--- config.mk ---
export PLATFORM = sky130hd
export DESIGN_NAME = motor_duty_slew_limiter_unit
export DESIGN_NICKNAME = d
export VERILOG_FILES = /design/src/rtl/mdsl_pkg.sv /design/src/rtl/motor_duty_slew_limiter_unit.sv
export SDC_FILE = /design/constraint.sdc
export NUM_CORES = 1
export LEC_CHECK = 0
export BUFFER_PORTS_ARGS = -buffer_cell sky130_fd_sc_hd__buf_2
export CORE_MARGIN = 1
export CORE_UTILIZATION = 70
export CTS_CLUSTER_DIAMETER = 80
export DETAILED_ROUTE_END_ITERATION = 7
export PLACE_DENSITY = 0.92
export SYNTH_ARGS = -nofsm -noshare
export SYNTH_HDL_FRONTEND = slang
export SYNTH_SLANG_ARGS = --single-unit
--- constraint.sdc ---
create_clock -name clk -period 32.6 [get_ports clk]
set_input_delay 0 -clock clk [delete_from_list [all_inputs] [get_ports clk]]
set_output_delay 0 -clock clk [all_outputs]
set_load 0.05 [all_outputs]
--- src/rtl/mdsl_pkg.sv ---
// Package for the motor duty slew limiter.
// Holds field widths, full-scale constants and configuration register indexes.
// No dependencies.
package mdsl_pkg;

    localparam int DUTY_W     = 16;
    localparam int MAG_W      = 15;
    localparam int CFG_DATA_W = 15;
    localparam int CFG_IDX_W  = 3;
    localparam int FRAC_BITS  = 14;

    localparam logic [MAG_W-1:0] FULL_SCALE = 15'd16384;
    localparam logic [MAG_W-1:0] HALF_LSB   = 15'd8192;

    localparam logic [CFG_IDX_W-1:0] REG_DEADBAND  = 3'd0;
    localparam logic [CFG_IDX_W-1:0] REG_SLEW_STEP = 3'd1;
    localparam logic [CFG_IDX_W-1:0] REG_MIN_DUTY  = 3'd2;
    localparam logic [CFG_IDX_W-1:0] REG_MAX_DUTY  = 3'd3;
    localparam logic [CFG_IDX_W-1:0] REG_FWD_POL   = 3'd4;

    localparam logic [MAG_W-1:0] DEADBAND_RST  = 15'd164;
    localparam logic [MAG_W-1:0] SLEW_STEP_RST = 15'd1638;
    localparam logic [MAG_W-1:0] MIN_DUTY_RST  = 15'd0;
    localparam logic [MAG_W-1:0] MAX_DUTY_RST  = 15'd16384;

    typedef logic signed [DUTY_W-1:0] duty_t;
    typedef logic [MAG_W-1:0]         mag_t;

endpackage

--- src/rtl/motor_duty_slew_limiter_unit.sv ---
// Motor duty slew limiter: deadband, clamp, slew limit and duty mapping.
// Three-register pipeline with valid/ready flow control on both channels.
// Depends on mdsl_pkg.
//
//  channel | signals                                         | direction
//  --------+-------------------------------------------------+----------
//  request | in_valid, in_ready, requested_duty              | in
//  result  | out_valid, out_ready, duty_magnitude,           | out
//          | direction_pin, applied_duty                     |
//  config  | cfg_write, cfg_index, cfg_data                  | in
//
// One item per cycle while the result channel is not stalled; an accepted item passes through the input, middle and
// output registers before its result is presented. The stored limited value is updated as an item leaves the input
// register, so consecutive items see each other's result without waiting.
// Reset clears the stored value, all valid flags and restores register defaults.
// Each stage holds while the stage after it is full and not moving.
module motor_duty_slew_limiter_unit (
    input  logic                                clk,
    input  logic                                rst_n,
    input  logic                                in_valid,
    output logic                                in_ready,
    input  logic signed [mdsl_pkg::DUTY_W-1:0]  requested_duty,
    output logic                                out_valid,
    input  logic                                out_ready,
    output logic [mdsl_pkg::MAG_W-1:0]          duty_magnitude,
    output logic                                direction_pin,
    output logic signed [mdsl_pkg::DUTY_W-1:0]  applied_duty,
    input  logic                                cfg_write,
    input  logic [mdsl_pkg::CFG_IDX_W-1:0]      cfg_index,
    input  logic [mdsl_pkg::CFG_DATA_W-1:0]     cfg_data
);
    import mdsl_pkg::*;

    mag_t  deadband_reg;
    mag_t  slew_step_reg;
    mag_t  min_duty_reg;
    mag_t  max_duty_reg;
    logic  fwd_pol_reg;

    duty_t last_reg;
    duty_t last_next;

    logic  in_valid_reg;
    duty_t in_duty_reg;
    logic  mid_valid_reg;
    duty_t mid_lim_reg;
    logic  out_valid_reg;
    mag_t  out_mag_reg;
    logic  out_pin_reg;
    duty_t out_applied_reg;

    logic  out_free;
    logic  mid_free;
    logic  in_free;
    logic  mid_load;
    logic  out_load;

    logic signed [DUTY_W:0] req_ext;
    logic [DUTY_W:0]        req_abs;
    logic                   in_dead;
    duty_t                  clamped;
    logic signed [DUTY_W:0] diff;
    logic [DUTY_W:0]        diff_abs;
    logic signed [DUTY_W:0] step_ext;
    logic signed [DUTY_W:0] cur_ext;
    logic signed [DUTY_W:0] slewed;

    mag_t                   lim_abs;
    mag_t                   min_sat;
    mag_t                   span;
    logic [2*MAG_W-1:0]     prod;
    logic [2*MAG_W:0]       rounded;
    logic [DUTY_W:0]        mapped;
    mag_t                   mag_next;
    logic                   pin_next;
    duty_t                  applied_next;

    assign out_free = !out_valid_reg || out_ready;
    assign mid_free = !mid_valid_reg || out_free;
    assign in_free  = !in_valid_reg || mid_free;
    assign mid_load = in_valid_reg && mid_free;
    assign out_load = mid_valid_reg && out_free;

    assign in_ready  = in_free;
    assign out_valid = out_valid_reg;
    assign duty_magnitude = out_mag_reg;
    assign direction_pin  = out_pin_reg;
    assign applied_duty   = out_applied_reg;

    // deadband, clamp and slew limit
    always_comb
    begin
        req_ext  = {in_duty_reg[DUTY_W-1], in_duty_reg};
        req_abs  = req_ext[DUTY_W] ? (DUTY_W+1)'(0) - req_ext : req_ext;
        in_dead  = req_abs < {2'b00, deadband_reg};
        if (in_duty_reg > $signed({1'b0, FULL_SCALE}))
            clamped = $signed({1'b0, FULL_SCALE});
        else if (in_duty_reg < -$signed({1'b0, FULL_SCALE}))
            clamped = -$signed({1'b0, FULL_SCALE});
        else
            clamped = in_duty_reg;
        cur_ext  = {last_reg[DUTY_W-1], last_reg};
        step_ext = $signed({2'b00, slew_step_reg});
        diff     = $signed({clamped[DUTY_W-1], clamped}) - cur_ext;
        diff_abs = diff[DUTY_W] ? (DUTY_W+1)'(0) - diff : diff;
        if (diff_abs > {2'b00, slew_step_reg})
            slewed = diff[DUTY_W] ? cur_ext - step_ext : cur_ext + step_ext;
        else
            slewed = {clamped[DUTY_W-1], clamped};
        last_next = in_dead ? '0 : slewed[DUTY_W-1:0];
    end

    // map nonzero magnitude onto min_duty..full scale (zero stays zero) and cap at max_duty
    always_comb
    begin
        lim_abs  = mid_lim_reg[DUTY_W-1] ? MAG_W'(-mid_lim_reg) : mid_lim_reg[MAG_W-1:0];
        min_sat  = (min_duty_reg > FULL_SCALE) ? FULL_SCALE : min_duty_reg;
        span     = FULL_SCALE - min_sat;
        prod     = (2*MAG_W)'(lim_abs) * (2*MAG_W)'(span);
        rounded  = {1'b0, prod} + {{(MAG_W+1){1'b0}}, HALF_LSB};
        mapped   = rounded[2*MAG_W:FRAC_BITS] + {2'b00, min_sat};
        if (mid_lim_reg == '0)
            mag_next = '0;
        else if (mapped > {2'b00, max_duty_reg})
            mag_next = max_duty_reg;
        else
            mag_next = mapped[MAG_W-1:0];
        pin_next     = mid_lim_reg[DUTY_W-1] ? !fwd_pol_reg : fwd_pol_reg;
        applied_next = mid_lim_reg[DUTY_W-1] ? -$signed({1'b0, mag_next})
                                             :  $signed({1'b0, mag_next});
    end

    always_ff @(posedge clk or negedge rst_n)
    begin
        if (!rst_n)
        begin
            deadband_reg  <= DEADBAND_RST;
            slew_step_reg <= SLEW_STEP_RST;
            min_duty_reg  <= MIN_DUTY_RST;
            max_duty_reg  <= MAX_DUTY_RST;
            fwd_pol_reg   <= 1'b1;
        end
        else if (cfg_write)
        begin
            case (cfg_index)
                REG_DEADBAND:  deadband_reg  <= cfg_data;
                REG_SLEW_STEP: slew_step_reg <= cfg_data;
                REG_MIN_DUTY:  min_duty_reg  <= cfg_data;
                REG_MAX_DUTY:  max_duty_reg  <= cfg_data;
                REG_FWD_POL:   fwd_pol_reg   <= cfg_data[0];
                default:       ;
            endcase
        end
    end

    always_ff @(posedge clk or negedge rst_n)
    begin
        if (!rst_n)
        begin
            in_valid_reg  <= 1'b0;
            mid_valid_reg <= 1'b0;
            out_valid_reg <= 1'b0;
            last_reg      <= '0;
        end
        else
        begin
            if (in_free)
                in_valid_reg <= in_valid;
            if (mid_free)
                mid_valid_reg <= in_valid_reg;
            if (out_free)
                out_valid_reg <= mid_valid_reg;
            if (mid_load)
                last_reg <= last_next;
        end
    end

    always_ff @(posedge clk)
    begin
        if (in_free && in_valid)
            in_duty_reg <= requested_duty;
        if (mid_load)
            mid_lim_reg <= last_next;
        if (out_load)
        begin
            out_mag_reg     <= mag_next;
            out_pin_reg     <= pin_next;
            out_applied_reg <= applied_next;
        end
    end

endmodule
==> summary.txt <==
====================================================================================
Outcome                                                                 finished, violations left
Violated checks                                                         design-rule violations
R2R Path End                                                            applied_duty[10]
Via Count                                                                      16199
Post-Synthesis Cell Area                                                  0.0181 mm²
Clock tree from TritonCTS                                                      built
Fraction of the core area covered by cells at the end of the flow              78.6%
Pin count of the biggest net entering global routing                              81
Worst hold path stage count                                                        4
Crit path depth                                                                   50
Number of max-capacitance violations reported                                      0
Die outline width                                                             163 µm
FF+latch area                                                            0.00391 mm²
Router iterations before antenna repair                                            8
Number of setup violations in the final report                                     0
# IOs                                                                             73
Die outline height                                                            163 µm
Antenna Violating Nets Remaining                                                   0
Pins Over Slew Limit                                                               0
Average wire length per cell after detail routing                            22.1 µm
Top library cells by usage in the layout, fill and taps aside           282 x sky130_fd_sc_hd__inv_1, 218 x sky130_fd_sc_hd__nand2_1, 201 x sky130_fd_sc_hd__ha_1, 193 x sky130_fd_sc_hd__nor2_1, 172 x sky130_fd_sc_hd__fa_1
Slowest Stage Delay on Critical Path                                         0.84 ns
Post-cts sizing count                                                              0
Number of antenna violations at the first check in global routing                  2
Worst reg2reg startpoint                                                min_duty_reg[3]
Ys async rst share                                                             55.9%
DRC violation total after the first TritonRoute iteration                       2090
Post-layout min period                                                      14.37 ns
Worst Path Class, Setup                                                      reg2reg
Post-synthesis cell count                                                       2014
Die Area                                                                  0.0265 mm²
Kind of cell with the highest combined delay on the critical path        adder cells
All-Layer GR Usage                                                             42.2%
Cell repeated most along the worst path                                 sky130_fd_sc_hd__o21ai_0
Post-synthesis cell type count                                                    90
Hold Path Sink                                                           fwd_pol_reg
Cell chosen for the clock root                                          sky130_fd_sc_hd__clkbuf_16
Leading cell type in the layout, fill and taps excluded                 sky130_fd_sc_hd__inv_1
Clock slew at reported path FFs                                              0.07 ns
Remaining global-route overflow                                                    0
Filler cells                                                                    1517
Number of nets produced by synthesis                                            2426
Core area                                                                 0.0253 mm²
Setup repair after global routing missed its margin                            false
Area of the multi-input gates                                             0.0129 mm²
Hold_sp                                                                 cfg_index[1]
Row count                                                                         58
Transition time of the tightest slew-check pin                               1.32 ns
Area growth from synthesis to final layout                                     9.48%
Post-synth EDFFs                                                                  63
Cells on worst reg2reg path                                                       50
Effective utilization at floorplan                                             71.8%
Final Hold Viols                                                                   0
Inserted Clock Buffers                                                            17
Critical-path maximum fanout                                                      33
Number of global-route vias before repair                                      16607
Critical path arrival                                                       14.54 ns
Count of buffering cells on the critical path with inverters included              5
Worst EP required                                                           32.78 ns
Worst max-slew margin expressed relative to the limit                          11.6%
Register area share after synthesis                                            21.6%
Gp weighted congestion                                                          1.01
Post-placement cell area                                                  0.0188 mm²
Seq cells post-synth                                                             143
Share of cells above drive strength 1                                          9.87%
Cell area after layout                                                    0.0198 mm²
Port Buf Inserts                                                                  72
Final period util                                                              44.1%
Clk sinks                                                                        143
Clk buf depth                                                                      2
Commonest register cell after synthesis                                 sky130_fd_sc_hd__dfrtp_1
Type of destination of the critical path                                   flip-flop
Final Routed Wirelength                                                     54400 µm
Total of warnings raised by yosys                                                  0
Detailed-placement wirelength estimate                                      38900 µm
Critical Path Start Type                                                   flip-flop
Achievable Freq                                                             69.6 MHz
H-tree levels                                                                      4
Final-stage net count                                                           2526
Vias/cell                                                                       6.59
Type of the tightest min-delay check                                          in2reg
Mean post-synth cell area                                                   9.00 µm²
Global-route wire length before repair                                      85500 µm
Worst-case clock skew                                                      0.0195 ns
Post-Route Setup TNS                                                            0 ns
Detailed-route DRC error count                                                     1
Clock Latency Late Sink                                                      0.44 ns
Slowest library cell on the worst path                                  sky130_fd_sc_hd__o41ai_1
Worst reg-to-reg setup slack                                                18.23 ns
====================================================================================
-- timing repair --
| item | 4_1_cts | 5_1_grt |
|---|---|---|
| hold endpoints to repair | 149 | 0 |
| hold buffers | 38 | 0 |
| setup buffers | 0 | 0 |
-- worst max-delay path by stage --
stage	start	end	slack (ns)
final	min_duty_reg[3]	applied_duty[10]	18.23
after global routing	min_duty_reg[3]	applied_duty[10]	17.59
after CTS	min_duty_reg[3]	applied_duty[10]	18.59
after detailed placement	min_duty_reg[3]	applied_duty[10]	18.72
after global placement	min_duty_reg[2]	applied_duty[10]	19.25
after floorplan	min_duty_reg[2]	applied_duty[10]	19.85
-- worst min-delay path: stages --
cell,delay [ns]
sky130_fd_sc_hd__buf_2,0.13
sky130_fd_sc_hd__nor2_1,0.07
sky130_fd_sc_hd__nand3_1,0.09
sky130_fd_sc_hd__mux2_2,0.16
-- cells in the mapped netlist, types with 28 or more instances --
master                     number  area share [%]
sky130_fd_sc_hd__inv_1        282             5.8
sky130_fd_sc_hd__nand2_1      218             4.5
sky130_fd_sc_hd__ha_1         201              14
sky130_fd_sc_hd__nor2_1       193             4.0
sky130_fd_sc_hd__fa_1         172              19
sky130_fd_sc_hd__o21ai_0       96             2.7
sky130_fd_sc_hd__xnor2_1       93             4.5
sky130_fd_sc_hd__dfrtp_1       69             9.5
sky130_fd_sc_hd__edfxtp_1      63              10
sky130_fd_sc_hd__a21oi_1       49             1.4
sky130_fd_sc_hd__nor3_1        43             1.2
sky130_fd_sc_hd__clkbuf_1      40            0.83
sky130_fd_sc_hd__mux2_2        35             2.2
sky130_fd_sc_hd__nand3_1       33            0.91
sky130_fd_sc_hd__nor2b_1       31             1.1
sky130_fd_sc_hd__o21a_1        31             1.3
sky130_fd_sc_hd__xor2_1        29             1.4
sky130_fd_sc_hd__mux2i_1       28             1.5
-- layout make-up --
| class | instances | area share [%] |
|---|---|---|
| multi-input combinational | 1537 | 65.2 |
| clock buffer | 18 | 2.16 |
| timing repair buffer | 132 | 4.58 |
| sequential | 143 | 19.7 |
| inverter | 283 | 5.35 |
| antenna | 2 | 0.0252 |
| clock inverter | 14 | 0.921 |
| tap | 330 | 2.08 |
-- cells by family (layout without fill, tap and decap cells) --
| group | count (synthesis) | in the layout | synth area share (%) |
|---|---|---|---|
| mux | 64 | 64 | 3.80 |
| flops | 143 | 143 | 21.6 |
| xor+xnor | 122 | 122 | 5.90 |
| buf+inv | 334 | 447 | 7.08 |
| compound gates | 311 | 311 | 11.4 |
| simple gates | 667 | 667 | 17.4 |
| other cells | 0 | 2 | 0 |
| fa+ha+maj | 373 | 373 | 32.9 |
-- routing by layer --
layer | wire (µm) | up-vias | track usage [%] | part of all wire (%)
li1 | - | 6949 | - | -
met1 | 19100 | 7659 | 49.9 | 35
met2 | 24600 | 1228 | 67.1 | 45
met3 | 6160 | 363 | 10.6 | 11
met4 | 4470 | 0 | 30.3 | 8.2
met5 | 0 | - | 0 | 0
-- metrics by stage --
step / setup slack [ns] / hold WS (ns) / std cells
floorplan: 19.85 / -0.296 / 2014
CTS: 18.59 / 0.000438 / 2457
global placement: 19.25 / 0.176 / 2387
detailed placement: 18.72 / 0.178 / 2387
global route: 17.59 / 0.0672 / 2459
finish: 18.23 / 0.0512 / 2459
Power is not shown: default switching activity piles up to over one toggle a cycle in this logic, so the estimate is an artifact.
